### src/rtl/core/gbl_pkg.sv
package gbl_pkg;

    localparam int AXES       = 3;
    localparam int AXIS_W     = 2;
    localparam logic [AXIS_W-1:0] AXIS_FIRST = 2'd0;
    localparam logic [AXIS_W-1:0] AXIS_LAST  = 2'd2;

    localparam int ACT_W      = 2;
    localparam int RAW_W      = 16;
    localparam int FRAC_W     = 8;
    localparam int BIAS_W     = 24;
    localparam int LPF_W      = 25;
    localparam int OUT_W      = 25;
    localparam int SUM_W      = 32;
    localparam int CNT_W      = 16;
    localparam int ALPHA_W    = 16;
    localparam int DEAD_W     = 23;
    localparam int DIFF_W     = LPF_W + 1;
    localparam int PROD_W     = ALPHA_W + 1 + DIFF_W;
    localparam int SHIFT_W    = 16;

    localparam int DIV_W      = SUM_W + FRAC_W;
    localparam int DIV_STEPS  = DIV_W;
    localparam int DIV_CNT_W  = $clog2(DIV_STEPS);

    localparam int CFG_IDX_W  = 2;
    localparam int CFG_DATA_W = DEAD_W;

    localparam logic [CFG_IDX_W-1:0] CFG_CALIB_COUNT = 2'd0;
    localparam logic [CFG_IDX_W-1:0] CFG_SMOOTHING   = 2'd1;
    localparam logic [CFG_IDX_W-1:0] CFG_DEAD_ZONE   = 2'd2;

    localparam logic [CNT_W-1:0]   RST_CALIB_COUNT = 16'd200;
    localparam logic [ALPHA_W-1:0] RST_SMOOTHING   = 16'd9830;
    localparam logic [DEAD_W-1:0]  RST_DEAD_ZONE   = 23'd5033;

    localparam logic [ACT_W-1:0] ACT_BEGIN = 2'd0;
    localparam logic [ACT_W-1:0] ACT_CAL   = 2'd1;
    localparam logic [ACT_W-1:0] ACT_FILT  = 2'd2;

    localparam logic KIND_RATE = 1'b0;
    localparam logic KIND_BIAS = 1'b1;

    typedef struct packed {
        logic start;
        logic done;
    } t_div_ctl;

endpackage

### src/rtl/core/gbl_smp_if.sv
interface gbl_smp_if import gbl_pkg::*; ();
    logic                     valid;
    logic                     ready;
    logic [ACT_W-1:0]         action;
    logic signed [RAW_W-1:0]  rate_x;
    logic signed [RAW_W-1:0]  rate_y;
    logic signed [RAW_W-1:0]  rate_z;

    modport source (output valid, output action, output rate_x, output rate_y,
                    output rate_z, input ready);
    modport sink (input valid, input action, input rate_x, input rate_y,
                  input rate_z, output ready);
endinterface

### src/rtl/core/gbl_res_if.sv
interface gbl_res_if import gbl_pkg::*; ();
    logic                     valid;
    logic                     ready;
    logic                     kind;
    logic signed [OUT_W-1:0]  out_x;
    logic signed [OUT_W-1:0]  out_y;
    logic signed [OUT_W-1:0]  out_z;

    modport source (output valid, output kind, output out_x, output out_y,
                    output out_z, input ready);
    modport sink (input valid, input kind, input out_x, input out_y,
                  input out_z, output ready);
endinterface

### src/rtl/core/gbl_div.sv
module gbl_div import gbl_pkg::*; (
    input  logic                      i_clk,
    input  logic                      i_rst_n,
    input  logic                      i_start,
    input  logic signed [SUM_W-1:0]   i_num,
    input  logic [CNT_W-1:0]          i_den,
    output logic                      o_done,
    output logic signed [BIAS_W-1:0]  o_quot
);

    logic                  r_busy;
    logic                  r_done;
    logic [DIV_CNT_W-1:0]  r_cnt;
    logic                  r_neg;
    logic [DIV_W-1:0]      r_mag;
    logic [CNT_W-1:0]      r_rem;
    logic [CNT_W-1:0]      r_den;
    logic [BIAS_W-1:0]     r_quo;

    logic [SUM_W-1:0]      w_mag;
    logic [CNT_W:0]        w_shift;
    logic [CNT_W:0]        w_diff;
    logic                  w_ge;

    assign w_mag   = i_num[SUM_W-1] ? (~i_num + 1'b1) : i_num;
    assign w_shift = {r_rem, r_mag[DIV_W-1]};
    assign w_diff  = w_shift - {1'b0, r_den};
    assign w_ge    = w_shift >= {1'b0, r_den};

    always_ff @(posedge i_clk) begin
        if (!i_rst_n) begin
            r_busy <= 1'b0;
            r_done <= 1'b0;
            r_cnt  <= '0;
        end else begin
            r_done <= 1'b0;
            if (i_start) begin
                r_busy <= 1'b1;
                r_cnt  <= '0;
            end else if (r_busy) begin
                r_cnt <= r_cnt + 1'b1;
                if (r_cnt == DIV_CNT_W'(DIV_STEPS - 1)) begin
                    r_busy <= 1'b0;
                    r_done <= 1'b1;
                end
            end
        end
    end

    always_ff @(posedge i_clk) begin
        if (i_start) begin
            r_mag <= {w_mag, {FRAC_W{1'b0}}};
            r_rem <= '0;
            r_quo <= '0;
            r_neg <= i_num[SUM_W-1];
            r_den <= i_den;
        end else if (r_busy) begin
            r_mag <= {r_mag[DIV_W-2:0], 1'b0};
            r_rem <= w_ge ? w_diff[CNT_W-1:0] : w_shift[CNT_W-1:0];
            r_quo <= {r_quo[BIAS_W-2:0], w_ge};
        end
    end

    assign o_done = r_done;
    assign o_quot = r_neg ? -r_quo : r_quo;

endmodule

### src/rtl/core/gbl_lpf.sv
module gbl_lpf import gbl_pkg::*; (
    input  logic                      i_clk,
    input  logic                      i_load,
    input  logic signed [RAW_W-1:0]   i_raw,
    input  logic signed [BIAS_W-1:0]  i_bias,
    input  logic signed [LPF_W-1:0]   i_state,
    input  logic [ALPHA_W-1:0]        i_alpha,
    input  logic [DEAD_W-1:0]         i_dead,
    output logic signed [LPF_W-1:0]   o_next,
    output logic signed [OUT_W-1:0]   o_res
);

    logic signed [DIFF_W-1:0]  w_x;
    logic signed [DIFF_W-1:0]  w_b;
    logic signed [DIFF_W-1:0]  w_s;
    logic signed [DIFF_W-1:0]  w_d;
    logic signed [PROD_W-1:0]  w_prod;
    logic signed [LPF_W-1:0]   r_step;
    logic [LPF_W-1:0]          w_mag;

    assign w_x    = {{(DIFF_W-RAW_W-FRAC_W){i_raw[RAW_W-1]}}, i_raw, {FRAC_W{1'b0}}};
    assign w_b    = {{(DIFF_W-BIAS_W){i_bias[BIAS_W-1]}}, i_bias};
    assign w_s    = {{(DIFF_W-LPF_W){i_state[LPF_W-1]}}, i_state};
    assign w_d    = w_x - w_b - w_s;
    assign w_prod = $signed({1'b0, i_alpha}) * w_d;

    // floor shift: keep the bits that survive the wrap to the state width
    always_ff @(posedge i_clk) begin
        if (i_load) begin
            r_step <= w_prod[SHIFT_W+LPF_W-1:SHIFT_W];
        end
    end

    assign o_next = i_state + r_step;
    assign w_mag  = o_next[LPF_W-1] ? LPF_W'(-o_next) : o_next;
    assign o_res  = (w_mag < {{(LPF_W-DEAD_W){1'b0}}, i_dead}) ? '0 : o_next;

endmodule

### src/rtl/core/gyro_bias_lpf_deadband_unit.sv
// Channel  | Dir | Payload                        | Handshake
// i_smp    | in  | action, rate_x/y/z             | valid/ready
// o_res    | out | kind, out_x/y/z                | valid/ready
// i_cfg_*  | in  | idx, data                      | write enable only
//
// Begin calibration, ignored codes and non-final calibration samples: S_EXEC, then back to S_IDLE.
// Filter sample: three axes in turn through one shared multiply stage.
// Final calibration sample: three 40-step divisions in turn on one divider.
// Reset: synchronous, active low; no clearing pass.
// A finished result waits in the output register; the next transaction is taken meanwhile.
module gyro_bias_lpf_deadband_unit import gbl_pkg::*; (
    input  logic                   i_clk,
    input  logic                   i_rst_n,
    gbl_smp_if.sink                i_smp,
    gbl_res_if.source              o_res,
    input  logic                   i_cfg_we,
    input  logic [CFG_IDX_W-1:0]   i_cfg_idx,
    input  logic [CFG_DATA_W-1:0]  i_cfg_data
);

    typedef enum logic [6:0] {
        S_IDLE   = 7'b0000001,
        S_EXEC   = 7'b0000010,
        S_DSTART = 7'b0000100,
        S_DWAIT  = 7'b0001000,
        S_MUL    = 7'b0010000,
        S_ACC    = 7'b0100000,
        S_OUT    = 7'b1000000
    } t_state;

    t_state                    r_state;
    logic [CNT_W-1:0]          r_calib;
    logic [ALPHA_W-1:0]        r_smooth;
    logic [DEAD_W-1:0]         r_dead;
    logic [AXIS_W-1:0]         r_axis;
    logic [CNT_W-1:0]          r_count;
    logic [ACT_W-1:0]          r_act;
    logic signed [RAW_W-1:0]   r_raw  [AXES];
    logic signed [SUM_W-1:0]   r_sum  [AXES];
    logic signed [BIAS_W-1:0]  r_bias [AXES];
    logic signed [LPF_W-1:0]   r_lpf  [AXES];
    logic signed [OUT_W-1:0]   r_res  [AXES];
    logic                      r_kind;
    logic                      r_ovalid;
    logic                      r_okind;
    logic signed [OUT_W-1:0]   r_oval [AXES];

    logic [CNT_W-1:0]          w_target;
    logic [CNT_W-1:0]          n_count;
    logic                      w_acc;
    logic                      w_load;
    t_div_ctl                  w_div;
    logic signed [BIAS_W-1:0]  w_quot;
    logic signed [LPF_W-1:0]   w_next;
    logic signed [OUT_W-1:0]   w_fres;

    assign w_target  = (r_calib == '0) ? CNT_W'(1) : r_calib;
    assign n_count   = r_count + 1'b1;
    assign w_acc     = (r_state == S_IDLE) && i_smp.valid;
    assign w_load    = (r_state == S_OUT) && (!r_ovalid || o_res.ready);
    assign w_div.start = (r_state == S_DSTART);

    gbl_div u_div (
        .i_clk   (i_clk),
        .i_rst_n (i_rst_n),
        .i_start (w_div.start),
        .i_num   (r_sum[r_axis]),
        .i_den   (r_count),
        .o_done  (w_div.done),
        .o_quot  (w_quot)
    );

    gbl_lpf u_lpf (
        .i_clk   (i_clk),
        .i_load  (r_state == S_MUL),
        .i_raw   (r_raw[r_axis]),
        .i_bias  (r_bias[r_axis]),
        .i_state (r_lpf[r_axis]),
        .i_alpha (r_smooth),
        .i_dead  (r_dead),
        .o_next  (w_next),
        .o_res   (w_fres)
    );

    always_ff @(posedge i_clk) begin
        if (!i_rst_n) begin
            r_state  <= S_IDLE;
            r_calib  <= RST_CALIB_COUNT;
            r_smooth <= RST_SMOOTHING;
            r_dead   <= RST_DEAD_ZONE;
            r_axis   <= AXIS_FIRST;
            r_count  <= '0;
            r_ovalid <= 1'b0;
            for (int i = 0; i < AXES; i++) begin
                r_sum[i]  <= '0;
                r_bias[i] <= '0;
                r_lpf[i]  <= '0;
            end
        end else begin
            if (i_cfg_we) begin
                case (i_cfg_idx)
                    CFG_CALIB_COUNT: r_calib  <= i_cfg_data[CNT_W-1:0];
                    CFG_SMOOTHING:   r_smooth <= i_cfg_data[ALPHA_W-1:0];
                    CFG_DEAD_ZONE:   r_dead   <= i_cfg_data[DEAD_W-1:0];
                    default: ;
                endcase
            end

            if (w_load) begin
                r_ovalid <= 1'b1;
            end else if (o_res.ready) begin
                r_ovalid <= 1'b0;
            end

            case (r_state)
                S_IDLE: begin
                    if (i_smp.valid) begin
                        r_state <= S_EXEC;
                    end
                end
                S_EXEC: begin
                    r_axis <= AXIS_FIRST;
                    case (r_act)
                        ACT_BEGIN: begin
                            for (int i = 0; i < AXES; i++) begin
                                r_sum[i]  <= '0;
                                r_bias[i] <= '0;
                            end
                            r_count <= '0;
                            r_state <= S_IDLE;
                        end
                        ACT_CAL: begin
                            for (int i = 0; i < AXES; i++) begin
                                r_sum[i] <= r_sum[i]
                                    + {{(SUM_W-RAW_W){r_raw[i][RAW_W-1]}}, r_raw[i]};
                            end
                            r_count <= n_count;
                            r_state <= (n_count >= w_target) ? S_DSTART : S_IDLE;
                        end
                        ACT_FILT: r_state <= S_MUL;
                        default:  r_state <= S_IDLE;
                    endcase
                end
                S_DSTART: r_state <= S_DWAIT;
                S_DWAIT: begin
                    if (w_div.done) begin
                        r_bias[r_axis] <= w_quot;
                        if (r_axis == AXIS_LAST) begin
                            for (int i = 0; i < AXES; i++) begin
                                r_sum[i] <= '0;
                            end
                            r_count <= '0;
                            r_state <= S_OUT;
                        end else begin
                            r_axis  <= r_axis + 1'b1;
                            r_state <= S_DSTART;
                        end
                    end
                end
                S_MUL: r_state <= S_ACC;
                S_ACC: begin
                    r_lpf[r_axis] <= w_next;
                    if (r_axis == AXIS_LAST) begin
                        r_state <= S_OUT;
                    end else begin
                        r_axis  <= r_axis + 1'b1;
                        r_state <= S_MUL;
                    end
                end
                S_OUT: begin
                    if (w_load) begin
                        r_state <= S_IDLE;
                    end
                end
                default: r_state <= S_IDLE;
            endcase
        end
    end

    always_ff @(posedge i_clk) begin
        if (w_acc) begin
            r_act    <= i_smp.action;
            r_raw[0] <= i_smp.rate_x;
            r_raw[1] <= i_smp.rate_y;
            r_raw[2] <= i_smp.rate_z;
        end
        if ((r_state == S_DWAIT) && w_div.done) begin
            r_res[r_axis] <= {w_quot[BIAS_W-1], w_quot};
            r_kind        <= KIND_BIAS;
        end
        if (r_state == S_ACC) begin
            r_res[r_axis] <= w_fres;
            r_kind        <= KIND_RATE;
        end
        if (w_load) begin
            r_okind <= r_kind;
            for (int i = 0; i < AXES; i++) begin
                r_oval[i] <= r_res[i];
            end
        end
    end

    assign i_smp.ready = (r_state == S_IDLE);
    assign o_res.valid = r_ovalid;
    assign o_res.kind  = r_okind;
    assign o_res.out_x = r_oval[0];
    assign o_res.out_y = r_oval[1];
    assign o_res.out_z = r_oval[2];

endmodule

### src/flat_wrapper.sv
// flat-port wrapper written by rule: the top's interface ports become plain ports
module gyro_bias_lpf_deadband_unit_flat import gbl_pkg::*;
  (i_clk, i_rst_n, i_cfg_we, i_cfg_idx, i_cfg_data, i_smp_valid, i_smp_action, i_smp_rate_x, i_smp_rate_y, i_smp_rate_z, i_smp_ready, o_res_valid, o_res_kind, o_res_out_x, o_res_out_y, o_res_out_z, o_res_ready);
  gbl_smp_if i_smp_i ();
  gbl_res_if o_res_i ();
  input  logic i_clk;
  input  logic i_rst_n;
  input  logic i_cfg_we;
  input  logic [CFG_IDX_W-1:0] i_cfg_idx;
  input  logic [CFG_DATA_W-1:0] i_cfg_data;
  input wire logic [$bits(i_smp_i.valid)-1:0] i_smp_valid;
  input wire logic [$bits(i_smp_i.action)-1:0] i_smp_action;
  input wire logic [$bits(i_smp_i.rate_x)-1:0] i_smp_rate_x;
  input wire logic [$bits(i_smp_i.rate_y)-1:0] i_smp_rate_y;
  input wire logic [$bits(i_smp_i.rate_z)-1:0] i_smp_rate_z;
  output wire logic [$bits(i_smp_i.ready)-1:0] i_smp_ready;
  output wire logic [$bits(o_res_i.valid)-1:0] o_res_valid;
  output wire logic [$bits(o_res_i.kind)-1:0] o_res_kind;
  output wire logic [$bits(o_res_i.out_x)-1:0] o_res_out_x;
  output wire logic [$bits(o_res_i.out_y)-1:0] o_res_out_y;
  output wire logic [$bits(o_res_i.out_z)-1:0] o_res_out_z;
  input wire logic [$bits(o_res_i.ready)-1:0] o_res_ready;
  assign i_smp_i.valid = i_smp_valid;
  assign i_smp_i.action = i_smp_action;
  assign i_smp_i.rate_x = i_smp_rate_x;
  assign i_smp_i.rate_y = i_smp_rate_y;
  assign i_smp_i.rate_z = i_smp_rate_z;
  assign i_smp_ready = i_smp_i.ready;
  assign o_res_valid = o_res_i.valid;
  assign o_res_kind = o_res_i.kind;
  assign o_res_out_x = o_res_i.out_x;
  assign o_res_out_y = o_res_i.out_y;
  assign o_res_out_z = o_res_i.out_z;
  assign o_res_i.ready = o_res_ready;
  gyro_bias_lpf_deadband_unit u_core (.i_clk(i_clk), .i_rst_n(i_rst_n), .i_smp(i_smp_i), .o_res(o_res_i), .i_cfg_we(i_cfg_we), .i_cfg_idx(i_cfg_idx), .i_cfg_data(i_cfg_data));
endmodule
### config.mk
export PLATFORM = sky130hd
export DESIGN_NAME = gyro_bias_lpf_deadband_unit_flat
export DESIGN_NICKNAME = d
export VERILOG_FILES = /design/src/rtl/core/gbl_pkg.sv /design/src/rtl/core/gbl_smp_if.sv /design/src/rtl/core/gbl_res_if.sv /design/src/rtl/core/gbl_div.sv /design/src/rtl/core/gbl_lpf.sv /design/src/rtl/core/gyro_bias_lpf_deadband_unit.sv /design/src/flat_wrapper.sv
export SDC_FILE = /design/constraint.sdc
export NUM_CORES = 2
export LEC_CHECK = 0
export BUFFER_PORTS_ARGS = -buffer_cell sky130_fd_sc_hd__clkbuf_2
export CAP_MARGIN = 20
export CORE_MARGIN = 2
export CORE_UTILIZATION = 30
export CTS_CLUSTER_SIZE = 25
export DETAILED_ROUTE_END_ITERATION = 10
export SETUP_SLACK_MARGIN = 0.4
export SLEW_MARGIN = 20
export SYNTH_ARGS = -nofsm -noshare
export SYNTH_HDL_FRONTEND = slang
export SYNTH_SLANG_ARGS = --single-unit
### constraint.sdc
create_clock -name i_clk -period 18.5 [get_ports i_clk]
set_input_delay 3.7 -clock i_clk [delete_from_list [all_inputs] [get_ports i_clk]]
set_output_delay 3.7 -clock i_clk [all_outputs]
set_load 0.02 [all_outputs]
==> key figures <==
Status
  – Status: finished clean

Yosys
  – Post-synth top area cell: edfxtp_1
  – Ys flop type: edfxtp_1
  – Sequential share of the synthesized area: 0.387
  – Share of the synthesized area in the top cell type: 0.335
  – Mapped cell area: 50800 um^2
  – EDFF count, synth: 567
  – Distinct cells, synth: 81
  – Syn Nets: 5691
  – #FFs+latches synth: 699
  – Mapped Cells: 4888
  – Synth area leaders: edfxtp_1 34%, fa_1 16%, ha_1 7.7%, dfxtp_1 5.2%, inv_1 5.1%
  – Mapped Avg Cell Area: 10.4 um^2
  – Ys Warns: 0
  – FFs w/ async S/R, synth: 0

CTS
  – Clk buf depth: 3
  – Later-pin clock latency in the skew report: 680 ps
  – # clock sinks: 699
  – Num CTS Buffers: 76
  – CTS tree: done
  – CTS root buf: clkbuf_16
  – Setup Buffers After CTS: 0
  – Worst-path clk slew: 60 ps
  – Post-CTS sizing: 0
  – CTS Hold Bufs: 0
  – H-tree depth: 3

Timing
  – Unrepaired setup endpoints after global routing: false
  – Fmax: 0.0819 GHz
  – Clock skew: 28.0 ps
  – Setup TNS: 0 ps
  – Finish-stage setup viols: 0
  – Slew Viols, Final: 0
  – Worst Tran Pin Value: 1180 ps
  – Tcrit/Tclk final: 0.660
  – Slew headroom: 0.195
  – Min cycle time layout: 12200 ps
  – Minimum hold slack: 413 ps
  – Endpoints failing hold: 0

Finish
  – Register area: 19700 um^2
  – Nets: 5825
  – Fillers: 16987
  – Layout cells sized above 1: 0.0913
  – Final Instance Area: 57100 um^2
  – Area added between synthesis and finish: 12.4%
  – Multi-input gate area: 27900 um^2

Placement
  – PortBufs: 157
  – Post-DP HPWL: 100000 um
  – Final Wtd Congestion: 0.872
  – Post-placement cell area: 54400 um^2

Setup path
  – R2r setup slk: 6300 ps
  – Worst path bufs/invs: 4
  – CP dominant cell by count: fa_1
  – Crit path max-delay family: adder cells
  – Critical Path Sink Type: register
  – CP startpoint kind: register
  – Arrival time at the worst endpoint: 12610 ps
  – Setup CP Type: reg2reg
  – Crit-path max cell delay: 860 ps
  – CP Max Fanout: 49
  – Req. time, crit path: 18900 ps
  – CP max stage cell: buf_4

Route
  – Final ANT Viol Nets: 0
  – Mean routed wirelength per cell: 18.4 um
  – M1 WL: 58300 um
  – Top Metal Used: met5
  – Vias: 35317
  – Initial drt markers: 2634
  – Met2 WL post-DR: 65200 um
  – Drt total wl: 134000 um
  – First-pass DRT Iterations: 5
  – DRC viols: 0
  – Wire length on met3: 7060 um
  – Vias/cell: 4.84

Hold path
  – Hold WC Path Type: reg2reg

Die
  – Initial Util: 0.301
  – Die height: 416 um
  – Core area: 169000 um^2
  – # rows: 151
  – Die width: 416 um
  – IO Pins: 158
  – DIE AREA: 173000 um^2

Global route
  – Gr usage total: 0.156
  – Largest net degree at the start of global routing: 78
  – Vias in the first global route: 36535
  – GRT overflow: 0
  – First-pass GRT wire length: 211000 um
  – Antenna violations before repair: 4

Flow run
  – Max Cap Viol: 0
-- flip-flops by register name, summed over array words and instances, names as in the netlist, 23 cells and up, named ones only --
signal	count
u_core.u_div.r_mag	32
u_core.u_div.r_quo	24
u_core.r_dead	23
u_core.r_res	75
u_core.r_sum	96
u_core.r_raw	48
u_core.r_lpf	100
u_core.r_bias	96
u_core.u_lpf.r_step	25
u_core.r_oval	75
-- final cells by class --
cell class / count / share of cell area
Timing Repair Buffer: 244 / 0.0252
Clock inverter: 41 / 0.0111
Inverter: 689 / 0.0453
Multi-Input combinational cell: 3312 / 0.489
Tap cell: 2218 / 0.0486
Sequential cell: 699 / 0.345
Clock buffer: 98 / 0.0365
Antenna cell: 2 / 0.0000876
-- routing by layer --
layer,global-route usage,vias up
li1,-,16606
met1,0.205,17616
met2,0.263,881
met3,0.0255,212
met4,0.0467,2
met5,0,-
-- synthesized netlist by cell type, drive strengths merged (7+ instances only) --
master   count
nor2b       55
o21bai      16
nor4        11
and2       199
buf         33
nand2      501
nor3        63
o211ai      14
o22ai       30
a31oi       23
mux2i       78
o21a        32
a21boi      50
xnor2      159
nand3       63
mux4        49
nor3b        8
clkbuf     155
and3        32
o31ai       13
a22o         8
o41ai        9
o21ai      177
xor2       105
nand2b      40
a22oi        9
inv        689
a211oi      25
a2111oi      7
nor2       410
nand4       25
edfxtp     567
ha         314
or3         16
a211o        7
or2         10
dfxtp      132
fa         409
a21oi      203
a21o        78
-- worst paths after layout --
kind | startpoint | endpoint | depth (start not counted)
worst max-delay path | register | u_core.u_lpf.r_step[23] | 32
worst min-delay path | u_core.r_res[0][4] | u_core.r_oval[0][4] | 0
worst max register to register | register | u_core.u_lpf.r_step[23] | 32
worst min register to register | u_core.r_res[0][4] | u_core.r_oval[0][4] | 0
-- cells by family after synthesis --
kind of cell / count (synthesis) / share of synthesized area
AND/OR/NAND/NOR: 1453 / 0.132
buffers and inverters: 877 / 0.0653
AO/OA/AOI/OAI: 739 / 0.0921
adder cells (fa/ha/maj): 723 / 0.238
flip-flops: 699 / 0.387
XOR/XNOR: 264 / 0.0467
multiplexers: 133 / 0.0384
-- worst reg2reg max path: cells and delay by family, from the launching register on --
kind | cells | cell delay (ps)
AO/OA/AOI/OAI | 12 | 3760
XOR/XNOR | 1 | 250
adder cells (fa/ha/maj) | 9 | 4300
buffers and inverters | 4 | 1900
flip-flops | 1 | 540
multiplexers | 1 | 400
AND/OR/NAND/NOR | 5 | 760
-- per-stage QoR --
step / utilization / instances / setup slack (ps)
after floorplan: - / 4888 / 7210
after global placement: 0.322 / 7162 / 6360
after detailed placement: 0.322 / 7162 / 6280
after CTS: 0.338 / 7301 / 6250
after global routing: 0.338 / 7302 / 5580
final: 0.338 / 7303 / 6300
-- placed cells by master, fill, tap and decap left out, types with 87 or more instances in the layout --
| cell type | instances |
|---|---|
| inv_1 | 687 |
| and2_1 | 198 |
| dfxtp_1 | 129 |
| xor2_1 | 102 |
| nor2_1 | 409 |
| xnor2_1 | 157 |
| nand2_1 | 499 |
| edfxtp_1 | 567 |
| buf_4 | 87 |
| fa_1 | 409 |
| ha_1 | 314 |
| o21ai_0 | 172 |
| a21oi_1 | 202 |
| clkbuf_2 | 157 |
Power is left out: the tool's default activity adds up to more than one toggle a clock period on the data nets, which glitch-free logic cannot reach.
